## src/rtl/ptq_pkg.sv

```systemverilog
`timescale 1ns / 1ps
// Shared types and codes for the priority turn queue.
package ptq_pkg;

   localparam int PTQ_CAPACITY = 16;

   // Request codes
   localparam logic [1:0] REQ_APPEND = 2'd0;
   localparam logic [1:0] REQ_SORT   = 2'd1;
   localparam logic [1:0] REQ_REMOVE = 2'd2;
   localparam logic [1:0] REQ_POP    = 2'd3;

   // Status codes
   localparam logic [1:0] STAT_OK      = 2'd0;
   localparam logic [1:0] STAT_EMPTY   = 2'd1;
   localparam logic [1:0] STAT_BAD_POS = 2'd2;
   localparam logic [1:0] STAT_FULL    = 2'd3;

   typedef struct packed {
      logic [15:0] id;
      logic [7:0]  prio;
      logic [7:0]  team;
   } entry_type;

   typedef enum logic {
      ALU_BUBBLE,
      ALU_SHIFT
   } alu_mode_type;

   typedef struct packed {
      entry_type wr_data;
      entry_type carry;
      logic      swap;
   } alu_res_type;

endpackage

```

## src/rtl/priority_turn_queue_unit.sv

```systemverilog
`timescale 1ns / 1ps
// Top level of the priority turn queue: sequencer, occupancy and result register.
//
//  channel  direction  handshake             payload
//  req      in         req_valid / req_stall  req_type, entry id/priority/team, position
//  rsp      out        rsp_valid / rsp_stall  status, removed entry, count, head
//
// Steps: each request passes an execution step, then a head read when entries remain,
//   and a done step that loads the result; remove grabs the entry at its index, then
//   shifts each later entry down a slot; sort of two or more entries runs bubble passes
//   until a pass moves nothing. The entry store gives one read and one write per cycle.
// Reset clears the sequencer, the occupancy and the result valid flag; the store
//   itself is not cleared, only occupied entries are ever read.
// One request is worked at a time; req_stall is high while it is worked. A finished
//   result waits in the result register while the next request is taken.
module priority_turn_queue_unit #(
   parameter int CAPACITY = ptq_pkg::PTQ_CAPACITY
) (
   input  logic        clock,
   input  logic        reset,
   // request channel
   input  logic        req_valid,
   output logic        req_stall,
   input  logic [1:0]  req_type,
   input  logic [15:0] req_entry_id,
   input  logic [7:0]  req_entry_priority,
   input  logic [7:0]  req_entry_team,
   input  logic [4:0]  req_position,
   // response channel
   output logic        rsp_valid,
   input  logic        rsp_stall,
   output logic [1:0]  rsp_status,
   output logic        rsp_removed_valid,
   output logic [15:0] rsp_removed_id,
   output logic [7:0]  rsp_removed_priority,
   output logic [7:0]  rsp_removed_team,
   output logic [4:0]  rsp_entry_count,
   output logic        rsp_head_valid,
   output logic [15:0] rsp_head_id
);
   import ptq_pkg::*;

   localparam int IDX_W = $clog2(CAPACITY);
   localparam int CNT_W = $clog2(CAPACITY + 1);

   typedef enum logic [3:0] {
      ST_IDLE,
      ST_EXEC,
      ST_SORT_FIRST,
      ST_SORT_PASS,
      ST_SORT_TAIL,
      ST_REM_GRAB,
      ST_REM_SHIFT,
      ST_HEAD_READ,
      ST_HEAD_WAIT,
      ST_DONE
   } state_type;

   state_type        state_ff;
   logic [1:0]       req_type_ff;
   entry_type        entry_ff;
   logic [4:0]       pos_ff;
   logic [CNT_W-1:0] occ_ff;
   logic [IDX_W-1:0] idx_ff;
   entry_type        carry_ff;
   logic             swapped_ff;

   // result of the request being worked
   logic [1:0]       status_ff;
   logic             rem_valid_ff;
   entry_type        rem_ff;
   logic             head_valid_ff;
   logic [15:0]      head_id_ff;

   // result register facing the response channel
   logic             rsp_valid_ff;
   logic [1:0]       rsp_status_ff;
   logic             rsp_rem_valid_ff;
   entry_type        rsp_rem_ff;
   logic [CNT_W-1:0] rsp_count_ff;
   logic             rsp_head_valid_ff;
   logic [15:0]      rsp_head_id_ff;

   // store and shared unit hookup
   logic             mem_we;
   logic [IDX_W-1:0] mem_waddr;
   entry_type        mem_wdata;
   logic [IDX_W-1:0] mem_raddr;
   entry_type        mem_rdata;
   alu_mode_type     alu_mode;
   alu_res_type      alu_res;

   logic [IDX_W-1:0] last_idx;
   logic [IDX_W-1:0] rem_idx;
   logic [IDX_W-1:0] idx_nx;
   logic             full;
   logic             bad_pos;
   logic             rsp_free;
   logic [31:0]      count_wide;

   ptq_mem #(
      .CAPACITY (CAPACITY),
      .IDX_W    (IDX_W)
   ) u_mem (
      .clock   (clock),
      .wr_en   (mem_we),
      .wr_addr (mem_waddr),
      .wr_data (mem_wdata),
      .rd_addr (mem_raddr),
      .rd_data (mem_rdata)
   );

   ptq_alu u_alu (
      .mode     (alu_mode),
      .carry    (carry_ff),
      .incoming (mem_rdata),
      .res      (alu_res)
   );

   assign last_idx = IDX_W'(occ_ff - CNT_W'(1));
   assign rem_idx  = (req_type_ff == REQ_POP) ? '0 : IDX_W'(pos_ff - 5'd1);
   assign idx_nx   = idx_ff + IDX_W'(1);
   assign full     = occ_ff == CNT_W'(CAPACITY);
   assign bad_pos  = (pos_ff == '0) || (32'(pos_ff) > 32'(occ_ff));
   assign rsp_free = !rsp_valid_ff || !rsp_stall;

   // store addressing per sequencer step
   always_comb begin
      mem_we    = 1'b0;
      mem_waddr = '0;
      mem_wdata = alu_res.wr_data;
      mem_raddr = '0;
      alu_mode  = ALU_BUBBLE;
      unique case (state_ff)
         ST_EXEC: begin
            if (req_type_ff == REQ_APPEND) begin
               mem_we    = !full;
               mem_waddr = IDX_W'(occ_ff);
               mem_wdata = entry_ff;
            end else if (req_type_ff == REQ_REMOVE || req_type_ff == REQ_POP) begin
               mem_raddr = rem_idx;
            end
         end
         ST_SORT_FIRST: mem_raddr = IDX_W'(1);
         ST_SORT_PASS: begin
            mem_we    = 1'b1;
            mem_waddr = idx_ff - IDX_W'(1);
            mem_raddr = idx_nx;
         end
         ST_SORT_TAIL: begin
            mem_we    = 1'b1;
            mem_waddr = last_idx;
            mem_wdata = carry_ff;
         end
         ST_REM_GRAB: mem_raddr = idx_nx;
         ST_REM_SHIFT: begin
            alu_mode  = ALU_SHIFT;
            mem_we    = 1'b1;
            mem_waddr = idx_ff;
            mem_raddr = idx_nx + IDX_W'(1);
         end
         default: ;
      endcase
   end

   always_ff @(posedge clock) begin
      if (reset) begin
         state_ff     <= ST_IDLE;
         occ_ff       <= '0;
         rsp_valid_ff <= 1'b0;
      end else begin
         // a new result loaded in ST_DONE takes the place of the one leaving
         if (rsp_valid_ff && !rsp_stall && state_ff != ST_DONE) begin
            rsp_valid_ff <= 1'b0;
         end
         unique case (state_ff)
            ST_IDLE: begin
               if (req_valid) begin
                  req_type_ff <= req_type;
                  entry_ff    <= '{id: req_entry_id, prio: req_entry_priority,
                                   team: req_entry_team};
                  pos_ff      <= req_position;
                  state_ff    <= ST_EXEC;
               end
            end
            ST_EXEC: begin
               rem_ff <= '0;
               idx_ff <= rem_idx;
               priority if (req_type_ff == REQ_APPEND) begin
                  rem_valid_ff <= 1'b0;
                  state_ff     <= ST_HEAD_READ;
                  if (full) begin
                     status_ff <= STAT_FULL;
                  end else begin
                     status_ff <= STAT_OK;
                     occ_ff    <= occ_ff + CNT_W'(1);
                  end
               end else if (req_type_ff == REQ_SORT) begin
                  // store read of slot 0 is already under way
                  status_ff    <= STAT_OK;
                  rem_valid_ff <= 1'b0;
                  state_ff     <= (occ_ff > CNT_W'(1)) ? ST_SORT_FIRST : ST_HEAD_READ;
               end else if (occ_ff == '0) begin
                  status_ff    <= STAT_EMPTY;
                  rem_valid_ff <= 1'b0;
                  state_ff     <= ST_HEAD_READ;
               end else if (req_type_ff == REQ_REMOVE && bad_pos) begin
                  status_ff    <= STAT_BAD_POS;
                  rem_valid_ff <= 1'b0;
                  state_ff     <= ST_HEAD_READ;
               end else begin
                  status_ff    <= STAT_OK;
                  rem_valid_ff <= 1'b1;
                  state_ff     <= ST_REM_GRAB;
               end
            end
            ST_SORT_FIRST: begin
               carry_ff   <= mem_rdata;
               swapped_ff <= 1'b0;
               idx_ff     <= IDX_W'(1);
               state_ff   <= ST_SORT_PASS;
            end
            ST_SORT_PASS: begin
               carry_ff   <= alu_res.carry;
               swapped_ff <= swapped_ff | alu_res.swap;
               idx_ff     <= idx_nx;
               if (idx_ff == last_idx) state_ff <= ST_SORT_TAIL;
            end
            ST_SORT_TAIL: begin
               // another pass while anything moved; slot 0 read issued here
               state_ff <= swapped_ff ? ST_SORT_FIRST : ST_HEAD_READ;
            end
            ST_REM_GRAB: begin
               rem_ff <= mem_rdata;
               if (idx_ff == last_idx) begin
                  occ_ff   <= occ_ff - CNT_W'(1);
                  state_ff <= ST_HEAD_READ;
               end else begin
                  state_ff <= ST_REM_SHIFT;
               end
            end
            ST_REM_SHIFT: begin
               idx_ff <= idx_nx;
               if (idx_nx == last_idx) begin
                  occ_ff   <= occ_ff - CNT_W'(1);
                  state_ff <= ST_HEAD_READ;
               end
            end
            ST_HEAD_READ: begin
               head_valid_ff <= occ_ff != '0;
               head_id_ff    <= '0;
               state_ff      <= (occ_ff != '0) ? ST_HEAD_WAIT : ST_DONE;
            end
            ST_HEAD_WAIT: begin
               head_id_ff <= mem_rdata.id;
               state_ff   <= ST_DONE;
            end
            ST_DONE: begin
               if (rsp_free) begin
                  rsp_valid_ff      <= 1'b1;
                  rsp_status_ff     <= status_ff;
                  rsp_rem_valid_ff  <= rem_valid_ff;
                  rsp_rem_ff        <= rem_ff;
                  rsp_count_ff      <= occ_ff;
                  rsp_head_valid_ff <= head_valid_ff;
                  rsp_head_id_ff    <= head_id_ff;
                  state_ff          <= ST_IDLE;
               end
            end
            default: state_ff <= ST_IDLE;
         endcase
      end
   end

   assign req_stall  = state_ff != ST_IDLE;
   assign count_wide = 32'(rsp_count_ff);

   assign rsp_valid            = rsp_valid_ff;
   assign rsp_status           = rsp_status_ff;
   assign rsp_removed_valid    = rsp_rem_valid_ff;
   assign rsp_removed_id       = rsp_rem_ff.id;
   assign rsp_removed_priority = rsp_rem_ff.prio;
   assign rsp_removed_team     = rsp_rem_ff.team;
   assign rsp_entry_count      = count_wide[4:0];
   assign rsp_head_valid       = rsp_head_valid_ff;
   assign rsp_head_id          = rsp_head_id_ff;

`ifndef SYNTHESIS
   // occupancy never runs past the table size
   a_occ_bound: assert property (@(posedge clock) disable iff (reset)
      occ_ff <= CNT_W'(CAPACITY))
      else $error("occupancy above capacity");

   // an accepted request always starts its execution step
   a_accept_exec: assert property (@(posedge clock) disable iff (reset)
      req_valid && !req_stall |=> state_ff == ST_EXEC)
      else $error("accepted request not executed");

   // a removed entry only comes with an ok status
   a_removed_ok: assert property (@(posedge clock) disable iff (reset)
      rsp_valid && rsp_removed_valid |-> rsp_status == STAT_OK)
      else $error("removed entry with failing status");

   // reported head follows the count carried with it
   a_head_count: assert property (@(posedge clock) disable iff (reset)
      rsp_valid |-> rsp_head_valid == (rsp_count_ff != '0))
      else $error("head flag disagrees with count");
`endif

endmodule

```

## src/rtl/ptq_mem.sv

```systemverilog
`timescale 1ns / 1ps
// Entry store: one write port, one registered read port.
module ptq_mem #(
   parameter int CAPACITY = ptq_pkg::PTQ_CAPACITY,
   parameter int IDX_W    = $clog2(CAPACITY)
) (
   input  logic                clock,
   input  logic                wr_en,
   input  logic [IDX_W-1:0]    wr_addr,
   input  ptq_pkg::entry_type  wr_data,
   input  logic [IDX_W-1:0]    rd_addr,
   output ptq_pkg::entry_type  rd_data
);
   import ptq_pkg::*;

   entry_type slots_ff [CAPACITY];
   entry_type rd_data_ff;

   always_ff @(posedge clock) begin
      if (wr_en) begin
         slots_ff[wr_addr] <= wr_data;
      end
      rd_data_ff <= slots_ff[rd_addr];
   end

   assign rd_data = rd_data_ff;

endmodule

```

## src/rtl/ptq_alu.sv

```systemverilog
`timescale 1ns / 1ps
// Shared compare/select unit: one bubble step or one shift step per use.
module ptq_alu (
   input  ptq_pkg::alu_mode_type mode,
   input  ptq_pkg::entry_type    carry,
   input  ptq_pkg::entry_type    incoming,
   output ptq_pkg::alu_res_type  res
);
   import ptq_pkg::*;

   logic greater;

   // strictly greater only, so equal priorities keep arrival order
   assign greater = incoming.prio > carry.prio;

   always_comb begin
      res = '0;
      unique case (mode)
         ALU_BUBBLE: begin
            res.swap    = greater;
            res.wr_data = greater ? incoming : carry;
            res.carry   = greater ? carry : incoming;
         end
         ALU_SHIFT: begin
            res.swap    = 1'b0;
            res.wr_data = incoming;
            res.carry   = carry;
         end
         default: res = '0;
      endcase
   end

endmodule
```

## config.mk

```make
export PLATFORM = sky130hd
export DESIGN_NAME = priority_turn_queue_unit
export DESIGN_NICKNAME = d
export VERILOG_FILES = /design/src/rtl/ptq_pkg.sv /design/src/rtl/priority_turn_queue_unit.sv /design/src/rtl/ptq_mem.sv /design/src/rtl/ptq_alu.sv
export SDC_FILE = /design/constraint.sdc
export NUM_CORES = 1
export LEC_CHECK = 0
export ABC_AREA = 1
export CAP_MARGIN = 10
export CORE_UTILIZATION = 55
export CTS_BUF_LIST = sky130_fd_sc_hd__clkbuf_16
export DETAILED_ROUTE_END_ITERATION = 7
export DONT_BUFFER_PORTS = 1
export PLACE_DENSITY = 0.81
export RECOVER_POWER = 25
export SETUP_SLACK_MARGIN = 0.1
export SKIP_CTS_REPAIR_TIMING = 1
export SYNTH_ARGS = -nofsm -noshare
export SYNTH_HDL_FRONTEND = slang
export SYNTH_SLANG_ARGS = --single-unit
```

## constraint.sdc

```tcl
create_clock -name clock -period 11.5 [get_ports clock]
set_clock_uncertainty 0.05 [all_clocks]
set_input_delay 0.575 -clock clock [delete_from_list [all_inputs] [get_ports clock]]
set_output_delay 0.575 -clock clock [all_outputs]
set_load 0.1 [all_outputs]
```

==> reports/metrics.csv <==
stage,metric,value,unit
cts,H-tree levels,3,
critical_path,Reg2Reg Depth,13,
die,Initial Util,56.1,%
sta,post-route minimum period,4.75,ns
sta,fin worst setup slack,6.75,ns
critical_path,Worst setup startpoint,state_ff[0],
sta,Slew @ Worst Pin,2.44,ns
placed_design,GPL Wtd Cong,0.872,
placed_design,DP Wirelength,40.5,mm
sta,setup TNS,0,ns
run,max_cap viols,3,
die,die area,57700,um2
placed_design,I/O Buffers,0,
global_routing,vias in the first global route,20000,
power,Max rail drop VDD,0.241,mV
min_path,worst hold path class,primary input to register,
route,drt total wl,77.7,mm
critical_path,WP depth,13,
route,residual DRC count,0,
critical_path,crit-path leading delay family,simple AND/OR/NAND/NOR gates,
critical_path,r2r setup slk,6.75,ns
yosys,syn nets,2811,
cts,"Clk pin slew, worst setup/hold paths",0.07,ns
route,drt pass-1 iters,6,
die,core box area,55600,um2
global_routing,initial antenna violation count,1,
outcome,failing checks,"max-capacitance violations, max-slew violations",
route,Post-DRT Antenna Nets,0,
global_routing,largest net degree at the start of global routing,195,
global_routing,gr ovfl total,0,
die,Die H,240,um
critical_path,Worst Setup EP,u_mem.rd_data[6],
route,starting DRC count in detailed routing,3024,
die,# rows,86,
cells_and_area,"most common cell after layout, fill and taps aside",edfxtp_1,
power,pwr dens,274,nW/um2
global_routing,first-pass GRT wire length,116,mm
route,Vias per Instance,6.05,
yosys,Yosys reg bits,739,
cts,clk sinks,739,
yosys,Post-Syn Instances,2747,
critical_path,Critical Path End Type,register,
critical_path,"Data required, critical path",11.98,ns
sta,Rel. slew slack,-62.8,%
critical_path,reg-to-reg endpoint,u_mem.rd_data[6],
placed_design,"worst slack, placed",7.25,ns
route,vias after detailed routing,21100,
cells_and_area,share of cells above drive strength 1,6.13,%
global_routing,GRT Total Usage,26.9,%
critical_path,Setup CP Type,register to register,
yosys,Mean Syn Cell Area,11.4,um2
sta,RSZ-0062 raised after global routing,no,
critical_path,crit-path max cell delay,0.93,ns
die,Die W,240,um
sta,"Slew Viols, Final",115,
sta,# setup viols final,0,
cts,Num CTS Buffers,71,
cells_and_area,Nets,2750,
yosys,Syn. warnings,0,
sta,Hold Slack,0.00275,ns
critical_path,worst reg2reg startpoint,state_ff[0],
outcome,status,"finished, violations left",
yosys,Yosys cell types,35,
yosys,sequential fraction of the synthesis area,69.8,%
power,Leak,12.9,nW
critical_path,WP buf/inv,2,
sta,"Hold Violations, Final",0,
critical_path,crit-path cells,inv_1 -> nor2_1 -> nand2_1 -> nand3_1 -> nand2_8 -> nand2_8 -> buf_4 -> nand2_1 -> nand2_1 -> nand2_1 -> nand3_1 -> nand3_1 -> nand2_1,
sta,period utilization,41.3,%
cells_and_area,"commonest cells after routing, fill and taps aside","697 x edfxtp_1, 656 x nand2_1, 472 x nand3_1",
cts,root buffer cell,clkbuf_16,
critical_path,slowest CP cell,nand2_8,
cts,CTS max path bufs,3,
cts,CTS tree,done,
die,# IOs,102,
cts,Skew-Pair Late Insertion Delay,0.61,ns
route,average wire per standard cell,22.3,um
critical_path,Worst Path Max Fanout,194,
cells_and_area,"Area growth, synth to finish",8.63,%
critical_path,CP Launch Type,register,
sta,fmax,0.210,GHz
yosys,Post-Syn Area,31200,um2
critical_path,Crit path arrival time,5.24,ns
critical_path,most numerous cell on the critical path,nand2_1,
[Yosys cell counts (all sizes together)]
cell type | instances | area, um2
edfxtp | 697 | 20900
nand2 | 659 | 2490
nand3 | 474 | 2380
inv | 229 | 862
nor2 | 143 | 549
buf | 129 | 729
nand3b | 128 | 961
o21ai | 78 | 390
clkbuf | 57 | 219
dfxtp | 42 | 841
a22oi | 32 | 240
a21oi | 21 | 113
ha | 21 | 263
nor3 | 12 | 60.1
xor2 | 7 | 61.3
xnor2 | 6 | 52.6
nand4 | 4 | 25.0
o22ai | 3 | 18.8
o21a | 2 | 15.0
or2 | 2 | 12.5
clkinv | 1 | 3.75
[layout make-up]
class / count / area (um2)
clock buffer: 72 / 1800
tap: 748 / 936
fill: 3935 / 21700
inverter: 230 / 868
sequential: 739 / 21800
clock inverter: 56 / 339
timing repair buffer: 52 / 389
multi-input combinational: 1592 / 7790
antenna: 2 / 5.00
[per-layer routing]
metal  share of wire, %  track usage [%]
met1                 36             34.7
met2                 47             43.6
met3                 12             4.97
met4                4.5             13.8
met5                  0                0
[cell families (layout without fill, tap and decap cells)]
logic type / after synthesis / count (layout) / share of synthesized area (%)
AOI/OAI and AO/OA: 136 / 136 / 2.49
xor gates and xnor gates: 13 / 13 / 0.365
adders and majority gates: 21 / 21 / 0.842
buffers and inverters: 416 / 410 / 5.81
DFF: 739 / 739 / 69.8
other: 0 / 2 / 0
and+or+nand+nor: 1422 / 1422 / 20.7
[how the worst min path moves through the flow]
| stage | start | to | slack [ns] | cells past startpoint |
|---|---|---|---|---|
| 3_5_place_dp | head_id_ff[10] | rsp_head_id[10] | 0.35 | 0 |
| 2_1_floorplan | head_id_ff[0] | rsp_head_id[0] | 0.35 | 0 |
| 5_1_grt | req_entry_id[15] | entry_ff[31] | 0.0006 | 0 |
| 6_report | req_entry_id[0] | entry_ff[16] | 0.003 | 0 |
| 3_3_place_gp | head_id_ff[12] | rsp_head_id[12] | 0.35 | 0 |
| 4_1_cts | reset | occ_ff[2] | -0.03 | 1 |
[worst reg2reg max path: cells and delay by family, from the launching register on]
kind / cells / cell delay, ns
buffers and inverters: 2 / 0.79
flip-flops: 1 / 0.41
AND/OR/NAND/NOR: 11 / 3.42
[sequential cells by signal, summed over array words and instances (netlist names), 2 cells and up]
signal                flops
rsp_entry_count           5
rsp_removed_id           16
req_type_ff               2
state_ff                  4
rsp_head_id              16
carry_ff                 32
status_ff                 2
rsp_removed_priority      8
occ_ff                    5
u_mem.rd_data            32
rem_ff                   32
u_mem.slots_ff          512
head_id_ff               16
entry_ff                 32
rsp_removed_team          8
pos_ff                    5
idx_ff                    4
rsp_status                2
[report_power, final]
part / internal, W / switching, W / leakage (nW)
sequential: 0.00385 / 0.000165 / 6.65
clock: 0.00120 / 0.000967 / 1.13
combinational: 0.000782 / 0.00234 / 5.17
total: 0.00583 / 0.00347 / 12.9
[per-stage QoR]
stage          instance area [um2]  power [W]  util (%)  instances
4_1_cts                      33900    0.00922      60.9       3483
6_report                     33900    0.00930      60.9       3491
3_3_place_gp                 31700    0.00690      57.1       3355
2_1_floorplan                31200    0.00615         -       2747
3_5_place_dp                 31700    0.00704      57.1       3355
5_1_grt                      33900    0.00971      60.9       3490
Note: power is estimated with default switching activity, not from simulation.
